$ cat config.mk
export PLATFORM = sky130hd
export DESIGN_NAME = lfu_cache_table
export DESIGN_NICKNAME = d
export VERILOG_FILES = /design/src/rtl/core/lfu_pkg.sv /design/src/rtl/core/lfu_cache_table.sv /design/src/rtl/core/lfu_ctrl.sv /design/src/rtl/core/lfu_datapath.sv
export SDC_FILE = /design/constraint.sdc
export NUM_CORES = 2
export LEC_CHECK = 0
export BUFFER_PORTS_ARGS = -buffer_cell sky130_fd_sc_hd__buf_2
export CAP_MARGIN = 40
export CELL_PAD_IN_SITES_DETAIL_PLACEMENT = 1
export CELL_PAD_IN_SITES_GLOBAL_PLACEMENT = 2
export CORE_MARGIN = 5
export CORE_UTILIZATION = 43
export CTS_CLUSTER_DIAMETER = 100
export DETAILED_ROUTE_END_ITERATION = 7
export PLACE_DENSITY_LB_ADDON = 0.1
export SYNTH_ARGS = -nofsm -noshare
export SYNTH_HDL_FRONTEND = slang
export SYNTH_SLANG_ARGS = --single-unit
$ cat constraint.sdc
create_clock -name clk_i -period 24.6 [get_ports clk_i]
set_clock_uncertainty 0.15 [all_clocks]
set_input_delay 1.23 -clock clk_i [delete_from_list [all_inputs] [get_ports clk_i]]
set_output_delay 1.23 -clock clk_i [all_outputs]
set_load 0.02 [all_outputs]
$ cat src/rtl/core/lfu_pkg.sv
`timescale 1ns / 1ps
`default_nettype none
// ----------------------------------------------------------------------------
// lfu_pkg
// Shared constants and controller/datapath signal groups for the LFU cache.
// ----------------------------------------------------------------------------
package lfu_pkg;

  localparam int CAPACITY = 16;
  localparam int IDX_W    = (CAPACITY > 1) ? $clog2(CAPACITY) : 1;
  localparam int CAP_W    = 5;   // width of the active_capacity register
  localparam int KEY_W    = 32;
  localparam int VAL_W    = 32;
  localparam int USE_W    = 32;
  localparam int TIME_W   = 64;

  // command travels in tuser, key and value in tdata
  localparam int IN_W     = KEY_W + VAL_W;
  localparam int IN_BYTES = (IN_W + 7) / 8;
  localparam int OUT_W    = 1 + VAL_W;
  localparam int OUT_BYTES = (OUT_W + 7) / 8;

  localparam logic CMD_GET = 1'b0;
  localparam logic CMD_PUT = 1'b1;

  localparam logic [CAP_W-1:0] CAP_RESET = CAP_W'(16);

  // controller -> datapath
  typedef struct packed {
    logic load;       // capture item, clear scan state
    logic scan_step;  // examine one entry, advance index
    logic update;     // apply hit / insert, latch result
    logic emit;       // move result into the output register
  } lfu_cmd_t;

  // datapath -> controller
  typedef struct packed {
    logic cap_zero;   // effective capacity is zero
    logic scan_last;  // current scan index is the last active entry
    logic out_full;   // output register holds an item not taken this cycle
  } lfu_stat_t;

endpackage
`default_nettype wire

$ cat src/rtl/core/lfu_cache_table.sv
`timescale 1ns / 1ps
`default_nettype none
// ----------------------------------------------------------------------------
// lfu_cache_table
// Fully associative key/value cache, LFU replacement with LRU tie break.
// ----------------------------------------------------------------------------
//  channel   direction  fields (low bit first)
//  s_axis    in         tuser: command[0]; tdata: key[31:0], value[63:32]
//  m_axis    out        tdata: hit[0], read_value[32:1]
//  cfg       in         active_capacity[4:0], write strobe only
//
//  An item steps through accept, a sequential tag/victim scan of each active
//  entry in turn, update, and hand-off of the result to the output register;
//  the scan is skipped when the effective capacity is zero. The effective
//  capacity is the active capacity capped at 16.
//  The output register lets the next item enter while a result waits; if that
//  result is still not taken, the next item holds in its last step.
//  After reset all entries are invalid and active capacity is 16.
// ----------------------------------------------------------------------------
module lfu_cache_table
  import lfu_pkg::*;
(
  input  wire logic                   clk_i,
  input  wire logic                   rst_ni,
  input  wire logic                   cfg_we_i,
  input  wire logic [CAP_W-1:0]       cfg_wdata_i,     // active_capacity
  input  wire logic                   s_axis_tvalid_i,
  output logic                        s_axis_tready_o,
  input  wire logic [IN_BYTES*8-1:0]  s_axis_tdata_i,  // key, value
  input  wire logic                   s_axis_tuser_i,  // command
  output logic                        m_axis_tvalid_o,
  input  wire logic                   m_axis_tready_i,
  output logic [OUT_BYTES*8-1:0]      m_axis_tdata_o   // hit, read_value
);

  lfu_cmd_t         ctl;
  lfu_stat_t        stat;
  logic             out_hit;
  logic [VAL_W-1:0] out_value;

  lfu_ctrl u_ctrl (
    .clk_i      (clk_i),
    .rst_ni     (rst_ni),
    .in_valid_i (s_axis_tvalid_i),
    .in_ready_o (s_axis_tready_o),
    .stat_i     (stat),
    .cmd_o      (ctl)
  );

  lfu_datapath u_datapath (
    .clk_i       (clk_i),
    .rst_ni      (rst_ni),
    .cfg_we_i    (cfg_we_i),
    .cfg_wdata_i (cfg_wdata_i),
    .cmd_i       (s_axis_tuser_i),
    .key_i       (s_axis_tdata_i[KEY_W-1:0]),
    .value_i     (s_axis_tdata_i[KEY_W+VAL_W-1:KEY_W]),
    .ctl_i       (ctl),
    .stat_o      (stat),
    .out_ready_i (m_axis_tready_i),
    .out_valid_o (m_axis_tvalid_o),
    .out_hit_o   (out_hit),
    .out_value_o (out_value)
  );

  assign m_axis_tdata_o = {{(OUT_BYTES*8-OUT_W){1'b0}}, out_value, out_hit};

endmodule
`default_nettype wire

$ cat src/rtl/core/lfu_ctrl.sv
`timescale 1ns / 1ps
`default_nettype none
// ----------------------------------------------------------------------------
// lfu_ctrl
// Sequencer: accept, scan active entries one per cycle (none at zero capacity), update, emit.
// ----------------------------------------------------------------------------
module lfu_ctrl
  import lfu_pkg::*;
(
  input  wire logic      clk_i,
  input  wire logic      rst_ni,
  input  wire logic      in_valid_i,
  output logic           in_ready_o,
  input  wire lfu_stat_t stat_i,
  output lfu_cmd_t       cmd_o
);

  localparam logic [1:0] ST_IDLE   = 2'd0;
  localparam logic [1:0] ST_SCAN   = 2'd1;
  localparam logic [1:0] ST_UPDATE = 2'd2;
  localparam logic [1:0] ST_EMIT   = 2'd3;

  logic [1:0] state_q, state_d;

  always_comb begin
    state_d    = state_q;
    cmd_o      = '0;
    in_ready_o = 1'b0;
    unique case (state_q)
      ST_IDLE: begin
        in_ready_o = 1'b1;
        if (in_valid_i) begin
          cmd_o.load = 1'b1;
          state_d    = stat_i.cap_zero ? ST_UPDATE : ST_SCAN;
        end
      end
      ST_SCAN: begin
        cmd_o.scan_step = 1'b1;
        if (stat_i.scan_last) begin
          state_d = ST_UPDATE;
        end
      end
      ST_UPDATE: begin
        cmd_o.update = 1'b1;
        state_d      = ST_EMIT;
      end
      ST_EMIT: begin
        if (!stat_i.out_full) begin
          cmd_o.emit = 1'b1;
          state_d    = ST_IDLE;
        end
      end
      default: state_d = ST_IDLE;
    endcase
  end

  always_ff @(posedge clk_i or negedge rst_ni) begin
    if (!rst_ni) begin
      state_q <= ST_IDLE;
    end else begin
      state_q <= state_d;
    end
  end

endmodule
`default_nettype wire

$ cat src/rtl/core/lfu_datapath.sv
`timescale 1ns / 1ps
`default_nettype none
// ----------------------------------------------------------------------------
// lfu_datapath
// Entry storage, sequential match/free/victim scan, update and output register.
// ----------------------------------------------------------------------------
module lfu_datapath
  import lfu_pkg::*;
(
  input  wire logic             clk_i,
  input  wire logic             rst_ni,
  input  wire logic             cfg_we_i,
  input  wire logic [CAP_W-1:0] cfg_wdata_i,
  input  wire logic             cmd_i,
  input  wire logic [KEY_W-1:0] key_i,
  input  wire logic [VAL_W-1:0] value_i,
  input  wire lfu_cmd_t         ctl_i,
  output lfu_stat_t             stat_o,
  input  wire logic             out_ready_i,
  output logic                  out_valid_o,
  output logic                  out_hit_o,
  output logic [VAL_W-1:0]      out_value_o
);

  // entry storage
  logic                valid_q [CAPACITY];
  logic [KEY_W-1:0]    key_q   [CAPACITY];
  logic [VAL_W-1:0]    val_q   [CAPACITY];
  logic [USE_W-1:0]    cnt_q   [CAPACITY];
  logic [TIME_W-1:0]   last_q  [CAPACITY];
  logic [TIME_W-1:0]   clock_q;
  logic [CAP_W-1:0]    active_q;

  // item being worked on
  logic                is_put_q;
  logic [KEY_W-1:0]    item_key_q;
  logic [VAL_W-1:0]    item_val_q;

  // scan state
  logic [IDX_W-1:0]    idx_q;
  logic                found_q, free_q;
  logic [IDX_W-1:0]    hit_idx_q, free_idx_q, min_idx_q;
  logic [USE_W-1:0]    min_cnt_q;
  logic [TIME_W-1:0]   min_last_q;

  // pending result and output register
  logic                pend_hit_q;
  logic [VAL_W-1:0]    pend_val_q;
  logic                out_valid_q;
  logic                out_hit_q;
  logic [VAL_W-1:0]    out_val_q;

  logic [CAP_W-1:0]    cap_eff, cfg_cap;
  logic                cur_valid, cur_match, cur_better;
  logic [IDX_W-1:0]    slot;
  logic                touch_en, insert_en, val_we;

  assign cap_eff = (active_q > CAP_W'(CAPACITY)) ? CAP_W'(CAPACITY) : active_q;
  assign cfg_cap = (cfg_wdata_i > CAP_W'(CAPACITY)) ? CAP_W'(CAPACITY) : cfg_wdata_i;

  assign cur_valid  = valid_q[idx_q];
  assign cur_match  = cur_valid && (key_q[idx_q] == item_key_q);
  assign cur_better = (idx_q == '0) ||
                      (cnt_q[idx_q] < min_cnt_q) ||
                      ((cnt_q[idx_q] == min_cnt_q) && (last_q[idx_q] < min_last_q));

  always_comb begin
    stat_o.cap_zero  = (cap_eff == '0);
    stat_o.scan_last = (CAP_W'(idx_q) == (cap_eff - CAP_W'(1)));
    stat_o.out_full  = out_valid_q && !out_ready_i;
  end

  // a put to a new key goes to the first free entry, else the LFU/LRU victim
  assign slot      = found_q ? hit_idx_q : (free_q ? free_idx_q : min_idx_q);
  assign touch_en  = ctl_i.update && found_q;
  assign insert_en = ctl_i.update && is_put_q && !found_q && !stat_o.cap_zero;
  assign val_we    = ctl_i.update && is_put_q && (found_q || !stat_o.cap_zero);

  // control state
  always_ff @(posedge clk_i or negedge rst_ni) begin
    if (!rst_ni) begin
      for (int i = 0; i < CAPACITY; i++) begin
        valid_q[i] <= 1'b0;
      end
      active_q    <= CAP_RESET;
      clock_q     <= '0;
      idx_q       <= '0;
      found_q     <= 1'b0;
      free_q      <= 1'b0;
      out_valid_q <= 1'b0;
    end else begin
      if (cfg_we_i) begin
        active_q <= cfg_wdata_i;
        for (int i = 0; i < CAPACITY; i++) begin
          if (CAP_W'(i) >= cfg_cap) begin
            valid_q[i] <= 1'b0;
          end
        end
      end
      if (ctl_i.load) begin
        idx_q   <= '0;
        found_q <= 1'b0;
        free_q  <= 1'b0;
      end else if (ctl_i.scan_step) begin
        idx_q <= idx_q + IDX_W'(1);
        if (cur_match && !found_q) begin
          found_q <= 1'b1;
        end
        if (!cur_valid && !free_q) begin
          free_q <= 1'b1;
        end
      end
      if (insert_en) begin
        valid_q[slot] <= 1'b1;
      end
      if (touch_en || insert_en) begin
        clock_q <= clock_q + TIME_W'(1);
      end
      if (ctl_i.emit) begin
        out_valid_q <= 1'b1;
      end else if (out_ready_i) begin
        out_valid_q <= 1'b0;
      end
    end
  end

  // payload
  always_ff @(posedge clk_i) begin
    if (ctl_i.load) begin
      is_put_q   <= cmd_i;
      item_key_q <= key_i;
      item_val_q <= value_i;
    end
    if (ctl_i.scan_step) begin
      if (cur_match && !found_q) begin
        hit_idx_q <= idx_q;
      end
      if (!cur_valid && !free_q) begin
        free_idx_q <= idx_q;
      end
      if (cur_better) begin
        min_idx_q  <= idx_q;
        min_cnt_q  <= cnt_q[idx_q];
        min_last_q <= last_q[idx_q];
      end
    end
    if (insert_en) begin
      key_q[slot]  <= item_key_q;
      cnt_q[slot]  <= USE_W'(1);
      last_q[slot] <= clock_q;
    end else if (touch_en) begin
      if (cnt_q[slot] != '1) begin
        cnt_q[slot] <= cnt_q[slot] + USE_W'(1);
      end
      last_q[slot] <= clock_q;
    end
    if (val_we) begin
      val_q[slot] <= item_val_q;
    end
    if (ctl_i.update) begin
      pend_hit_q <= found_q;
      pend_val_q <= (!is_put_q && found_q) ? val_q[hit_idx_q] : '0;
    end
    if (ctl_i.emit) begin
      out_hit_q <= pend_hit_q;
      out_val_q <= pend_val_q;
    end
  end

  assign out_valid_o = out_valid_q;
  assign out_hit_o   = out_hit_q;
  assign out_value_o = out_val_q;

endmodule
`default_nettype wire

=== After elaboration in Yosys (flattened, before gate mapping) ===
Memories as Yosys holds them, arrays and structs flattened. A register that Yosys moved wholly into a read port is not among the register bits.
Index checks and enable logic that the tools add are counted.

* RAM bits: 2560
* Bits in registers: 301
* Output and inout bits: 42
* Memories: 4
* Input bits: 75

{| class="wikitable"
|+ Memory list
! memory !! depth !! bits a word !! rd ports !! clocked after Yosys merged registers in !! write ports !! line !! source
|-
| u_datapath.last_q || 16 || 64 || 1 || 0 || 1 || lfu_datapath.sv:30 || <nowiki>logic [TIME_W-1:0] last_q [CAPACITY];</nowiki>
|-
| u_datapath.cnt_q || 16 || 32 || 2 || 0 || 1 || lfu_datapath.sv:29 || <nowiki>logic [USE_W-1:0] cnt_q [CAPACITY];</nowiki>
|-
| u_datapath.key_q || 16 || 32 || 1 || 0 || 1 || lfu_datapath.sv:27 || <nowiki>logic [KEY_W-1:0] key_q [CAPACITY];</nowiki>
|-
| u_datapath.val_q || 16 || 32 || 1 || 1 || 1 || lfu_datapath.sv:28 || <nowiki>logic [VAL_W-1:0] val_q [CAPACITY];</nowiki>
|}

* Reductions and logical operators: 36
* $lt $le $gt $ge: 23
* Bitwise gates (word level): 5
* $add $sub $neg: 4
* Eq/ne operators: 10
* Muxes and demuxes: 62

{| class="wikitable"
|+ Operators by type and width
! kind !! number
|-
| adder 64 x 1 -> 64 bit (second input constant) || 1
|-
| == test 32 bit || 2
|-
| < comparator 64 bit || 1
|-
| two-way mux 64 bit || 1
|-
| two-way mux 1 bit || 45
|-
| greater-or-equal comparator 4 x 5 -> 1 bit (first input constant) || 8
|-
| adder 32 x 1 -> 32 bit (second input constant) || 1
|-
| < comparator 32 bit || 1
|-
| two-way mux 16 bit || 2
|-
| two-way mux 32 bit || 1
|-
| != test 32 bit (second input constant) || 1
|-
| greater-or-equal comparator 3 x 5 -> 1 bit (first input constant) || 4
|-
| two-way mux 4 bit || 4
|-
| bitwise OR 16 bit || 1
|-
| logical AND 1 bit || 12
|-
| greater-or-equal comparator 1 x 5 -> 1 bit (first input constant) || 2
|-
| greater-or-equal comparator 2 x 5 -> 1 bit (first input constant) || 2
|-
| greater-or-equal comparator 5 bit (second input constant) || 2
|-
| > comparator 5 bit (second input constant) || 2
|-
| two-way mux 5 bit || 2
|-
| inverter 4 -> 5 bit || 2
|-
| AND reduction 2 bit || 5
|-
| two-way mux 2 bit || 4
|-
| case mux 2 bit (4 select lines) || 1
|-
| other kinds (17) || 33
|}

=== Longest topological paths before layout ===
* Depth in word-level cells: 9
* Depth in mapped cells: 22
* Gate-level depth less buffers: 15

=== Hierarchy ===
Synthesis repeated with hierarchy kept, for this count alone.

* Cell total of the unflattened synthesis: 5726
* Area, all modules: 116914.6 um^2

{| class="wikitable"
|+ By module, submodules not included
! module !! area an instance (um^2) !! cells each !! times used
|-
| lfu_datapath || 116663.1 || 5698 || 1
|-
| lfu_ctrl || 187.7 || 19 || 1
|-
| lfu_cache_table || 63.8 || 9 || 1
|}

=== Worst setup path before layout ===
OpenSTA, ideal clock, no wires.

* Path type: reg-to-reg
* Start: register u_datapath.idx_q[0]
* End: register u_datapath.min_cnt_q[0] (read register of u_datapath.cnt_q), enable pin
* Path buffers: 7
* Stages on the path, launching flop included: 21
* Path slack: 13.517 ns
* Data required time: 23.832 ns
* Arrival time: 10.315 ns
* Library setup time: 0.618 ns
* Path through: dfrtp_1 > buf_2 > buf_6 > buf_4 > buf_2 > buf_2 > buf_2 > buf_1 > mux4_2 > mux4_2 > ha_1 > nor2b_1 > o21a_1 > o21a_1 > o21a_1 > o21a_1 > o211ai_1 > a211oi_1 > o31ai_1 > nand4_1 > a31oi_1

* Cells in the longest elaborated chain, start to end: 5

{| class="wikitable"
|+ RTL lines
! what !! line !! source
|-
| start, declared || lfu_datapath.sv:40 || <nowiki>logic [IDX_W-1:0] idx_q;</nowiki>
|-
| start signal, assigned || lfu_datapath.sv:105 || <nowiki>idx_q <= idx_q + IDX_W'(1);</nowiki>
|-
| memory (16 x 64 bit) or memory (16 x 32 bit) (tied branches) || - ||
|-
| < comparator 64 bit (tied with other cells) || lfu_datapath.sv:65 || <nowiki>((cnt_q[idx_q] == min_cnt_q) && (last_q[idx_q] < min_last_q));</nowiki>
|-
| logical AND 1 bit or logical OR 1 bit (tied branches) || lfu_datapath.sv:65, lfu_datapath.sv:63 ||
|-
| logical OR 1 bit (*) || lfu_datapath.sv:64 || <nowiki>(cnt_q[idx_q] < min_cnt_q) ||</nowiki>
|-
| AND reduction 2 bit (no line) (*) || - ||
|-
| end, declared || lfu_datapath.sv:43 || <nowiki>logic [USE_W-1:0] min_cnt_q;</nowiki>
|}

Every way passes the cells marked *; elsewhere a longest branch is shown, timed or not.
A chain may end at the register's enable or synchronous reset.

=== Final worst setup path ===
* Start: register u_datapath.idx_q[1]
* End: register u_datapath.min_last_q[30] (read register of u_datapath.last_q), enable pin

* Cells in the longest elaborated chain, start to end: 5

{| class="wikitable"
|+ RTL lines
! what !! line !! source
|-
| memory (16 x 64 bit) or memory (16 x 32 bit) (tied branches) || - ||
|-
| < comparator 64 bit (tied with other cells) || lfu_datapath.sv:65 ||
|-
| logical AND 1 bit or logical OR 1 bit (tied branches) || lfu_datapath.sv:65, lfu_datapath.sv:63 ||
|-
| logical OR 1 bit (*) || lfu_datapath.sv:64 ||
|-
| AND reduction 2 bit (no line) (*) || - ||
|-
| end, declared || lfu_datapath.sv:44 || <nowiki>logic [TIME_W-1:0] min_last_q;</nowiki>
|}

Marks and branches as above.

==> metrics.md <==
| Metric | Value |
|---|---|
| CTS Hold Bufs | 0 |
| Critical path's largest stage delay | approximately 0.96 ns |
| Cell with the largest stage delay on the worst path | sky130_fd_sc_hd__dfrtp_4 |
| Fin crit share | about a third |
| Number of levels in the clock H-tree | 5 |
| Count of pins over their slew limit | 0 |
| Fillers | 23,900 |
| Setup slack after layout | 16.08 ns |
| Maximum number of pins on one net before global-route repair | 132 |
| Worst-margin pin slew | between 1 and 1.5 ns |
| Worst R2R Path Depth | 16 |
| Setup fix buffers added after clock tree synthesis | 0 |
| Vias in the first global route | 60,700 |
| First-pass GRT wire length | 432,000 um |
| Clock network power share | 34.2% |
| Net load switching power | 3.96 mW |
| Highest attainable clock frequency | approximately 120 MHz |
| Post-route core utilization | 49.2% |
| Antenna-violating nets left | 0 |
| Global-route total usage across every layer | a little over a fifth |
| HPWL after DPL | 152,000 um |
| Total congestion overflow after global routing | 0 |
| I/O pin count | between 100 and 150 |
| Clk sinks | slightly below 3,000 |
| Leading cell types by total area after synthesis | sky130_fd_sc_hd__edfxtp_1, sky130_fd_sc_hd__mux4_2, sky130_fd_sc_hd__dfrtp_1, sky130_fd_sc_hd__ha_1, sky130_fd_sc_hd__mux2i_1 |
| Arrival @ worst endpoint | 8.89 ns |
| Post-placement cell count | 9,111 |
| Number of DRC markers after the initial detailed-route iteration | between 5,000 and 6,000 |
| Crit path cell chain | buf_12, buf_4, buf_4, mux4_2, mux4_2, ha_1, a21o_1, a21o_1, a21o_1, a21oi_1, o221ai_1, a2111oi_0, o21ai_0, a31oi_4, buf_4, buf_4 |
| Tmin final | approximately 8.5 ns |
| Setup repair after global routing missed its margin | false |
| Worst hold-check path type | input pin to asynchronous set/reset pin |
| Synth async-reset ratio | 3.25% |
| Number of flops mapped to enable cells by yosys | 2,799 |
| Total Power Consumption | around 14 mW |
| Unique masters post-synth | 76 |
| FF/Latch Area | between 80,000 and 90,000 um2 |
| Antenna violations before repair | 15 |
| Detailed-route vias per instance | between 5 and 6 |
| Hold violation count in the final report | 0 |
| Cell row count | between 150 and 200 |
| Die Y-Extent | 530 um |
| Area of the multi-input gates | 28,800 um2 |
| Library cell with the largest summed area after synthesis | sky130_fd_sc_hd__edfxtp_1 |
| Synthesis-stage register bit count | approximately 2,900 |
| Most repeated library cell on the critical path | sky130_fd_sc_hd__buf_4 |
| Register-to-register setup slack | ~16 ns |
| Worst setup slack before clock tree synthesis | 15.83 ns |
| Cell area after synthesis | approximately 120,000 um2 |
| Endpoint of the lowest-slack register-to-register path | u_datapath.min_last_q[30] |
| Synth Instances | 5,535 |
| Clock Latency Late Sink | about 0.92 ns |
| Top-count cell post-synth | sky130_fd_sc_hd__edfxtp_1 |
| Clock Root Buffer | sky130_fd_sc_hd__clkbuf_16 |
| Vias post-DR | 56,100 |
| Post-synthesis area per instance | 21.0 um2 |
| Initial core utilization | 43.1% |
| Routed len/inst | ~31 um |
| DRC violation count after routing | 0 |
| Critical path peak fanout | 131 |
| Result of the run | finished clean |
| CTS-repair resized insts | 0 |
| Category of the worst setup path launch point | flip-flop |
| Port bufs | 109 |
| Worst-case headroom to the max-slew limit | a little under 30% |
| Portion of synthesized cell area occupied by the leading cell type | 72.2% |
| Core Area | 270,000 um2 |
| Total wirelength of the detailed-routed design | 297,000 um |
| Kind of critical path | flip-flop to flip-flop |
| Max rail drop VDD | just under 0.09 mV |
| Clock buffer depth | 4 |
| Final count of negative-setup-slack endpoints | 0 |
| Net count, final | 6,052 |
| Origin of the worst setup path | u_datapath.idx_q[1] |
| Final weighted congestion in routability-driven placement | 0.709 |
| Number of CTS-inserted buffers | 319 |
| Most used flip-flop cell after synthesis | sky130_fd_sc_hd__edfxtp_1 |
| Clock tree from TritonCTS | built |
| Proportion of power drawn by combinational gates | 22.5% |
| Category of the worst setup path capture point | flip-flop |
| Fin Setup TNS | 0 ns |
| Clock-pin slew on the worst setup and hold paths | 0.06 ns |
| Switching power as a share of total power | between 20% and 30% |
| Share of post-route cells with drive strength above 1 | between 20% and 30% |
| Endpoint required time on the critical path | 24.97 ns |
| Synth warn | 0 |
| Seq/Total Area, Yosys | around 74% |
| Seq pwr share | between 40% and 50% |
| Area grow syn2layout | 14.2% |
| First-pass DRT Iterations | 7 |
| Die span in x | 530 um |
| Floorplan die area | 281,000 um2 |
| Origin of the critical flop-to-flop path | u_datapath.idx_q[1] |
| Most instantiated cells after synthesis | sky130_fd_sc_hd__edfxtp_1, sky130_fd_sc_hd__mux4_2, sky130_fd_sc_hd__nand2_1 |
| Leak | around 45 nW |
| Maxcap violations | 0 |
| Design internal power | 9.89 mW |
| PwrDens | about 100 nW/um2 |
| Post-route insts no fill | 9,706 |
## stage by stage
stage	cell area (um2)	hold slack, ns
4_1_cts	133000	0.150
3_5_place_dp	123000	0.256
2_1_floorplan	116000	0.250
6_report	133000	0.163
5_1_grt	133000	0.194
3_3_place_gp	122000	0.252
## layout make-up
type	instances	share of cell area [%]
inverter	119	0.336
timing repair buffer	306	1.96
sequential	2893	65.0
tap	3570	3.36
clock buffer	418	6.48
antenna	6	0.0113
multi-input combinational	2234	21.6
clock inverter	160	1.28
## registers in the layout, indices dropped and copies added (netlist names), 5 cells and up
signal,count
u_datapath.last_q,1024
u_datapath.valid_q,16
u_datapath.active_q,5
u_datapath.item_val_q,32
u_datapath.out_value_o,32
u_datapath.min_cnt_q,32
u_datapath.key_q,512
u_datapath.item_key_q,32
u_datapath.clock_q,64
u_datapath.pend_val_q,32
u_datapath.cnt_q,512
u_datapath.val_q,512
u_datapath.min_last_q,64
## power groups by stage
| stage | sequential (mW) | combinational (mW) | clock [mW] |
|---|---|---|---|
| 2_1_floorplan | 6.04 | 2.20 | 0 |
| 3_3_place_gp | 6.09 | 3.12 | 0 |
| 3_5_place_dp | 6.11 | 3.18 | 0 |
| 4_1_cts | 6.01 | 3.20 | 4.87 |
| 5_1_grt | 6.03 | 3.36 | 5.10 |
| 6_report | 6.00 | 3.12 | 4.74 |
## critical path: cells and delay by family (launching register included)
family / cells / cell delay (ns)
compound gates: 8 / 2.24
mux: 2 / 0.92
fa+ha+maj: 1 / 0.32
flops: 1 / 0.96
buf+inv: 5 / 3.40
## worst max-delay path by stage
stage                                endpoint  slack (ns)
floorplan             u_datapath.min_cnt_q[0]       13.52
global placement    u_datapath.min_last_q[30]       15.35
detailed placement  u_datapath.min_last_q[30]       15.83
CTS                 u_datapath.min_last_q[52]       15.82
global route        u_datapath.min_last_q[24]       15.51
finish              u_datapath.min_last_q[30]       16.08
## cell usage in the layout (no fill, tap or decap), types with 16 or more instances in the layout
master / n
sky130_fd_sc_hd__a211oi_1: 17
sky130_fd_sc_hd__a21o_1: 26
sky130_fd_sc_hd__a21oi_1: 52
sky130_fd_sc_hd__a21oi_4: 16
sky130_fd_sc_hd__a32o_1: 25
sky130_fd_sc_hd__and3_1: 21
sky130_fd_sc_hd__buf_12: 17
sky130_fd_sc_hd__buf_16: 18
sky130_fd_sc_hd__buf_2: 110
sky130_fd_sc_hd__buf_4: 159
sky130_fd_sc_hd__bufinv_16: 30
sky130_fd_sc_hd__clkbuf_1: 83
sky130_fd_sc_hd__clkbuf_16: 328
sky130_fd_sc_hd__clkinv_1: 62
sky130_fd_sc_hd__clkinv_2: 39
sky130_fd_sc_hd__dfrtp_1: 89
sky130_fd_sc_hd__edfxtp_1: 2799
sky130_fd_sc_hd__ha_1: 103
sky130_fd_sc_hd__inv_1: 119
sky130_fd_sc_hd__mux2_2: 19
sky130_fd_sc_hd__mux2i_1: 113
sky130_fd_sc_hd__mux4_2: 831
sky130_fd_sc_hd__nand2_1: 280
sky130_fd_sc_hd__nand2b_1: 18
sky130_fd_sc_hd__nand3_1: 114
sky130_fd_sc_hd__nand4_1: 54
sky130_fd_sc_hd__nor2_1: 75
sky130_fd_sc_hd__nor2_4: 52
sky130_fd_sc_hd__nor2b_1: 57
sky130_fd_sc_hd__o211ai_1: 29
sky130_fd_sc_hd__o21ai_0: 52
sky130_fd_sc_hd__xnor2_1: 95
sky130_fd_sc_hd__xor2_1: 30
## metal layers
layer | wire length [um] | up-vias | track usage (%) | share of wire, %
met5 | 13 | - | 0 | 0.0044
met4 | 7410 | 2 | 5.29 | 2.5
met3 | 13700 | 457 | 3.09 | 4.6
met2 | 146000 | 1392 | 34.9 | 49
met1 | 129000 | 30600 | 29.7 | 44
li1 | - | 23600 | - | -
## logic make-up (layout without fill, tap and decap cells)
| family | after synthesis | in the layout | share of synthesized area [%] |
|---|---|---|---|
| muxes | 966 | 966 | 17.3 |
| xor gates and xnor gates | 125 | 125 | 0.940 |
| buffers and inverters | 414 | 1003 | 1.67 |
| DFF | 2893 | 2893 | 74.2 |
| adders and majority gates | 104 | 104 | 1.12 |
| AOI/OAI and AO/OA | 292 | 292 | 1.71 |
| and+or+nand+nor | 740 | 740 | 3.10 |
| other | 1 | 13 | 0.00322 |
Note: power is estimated with default switching activity, not from simulation.
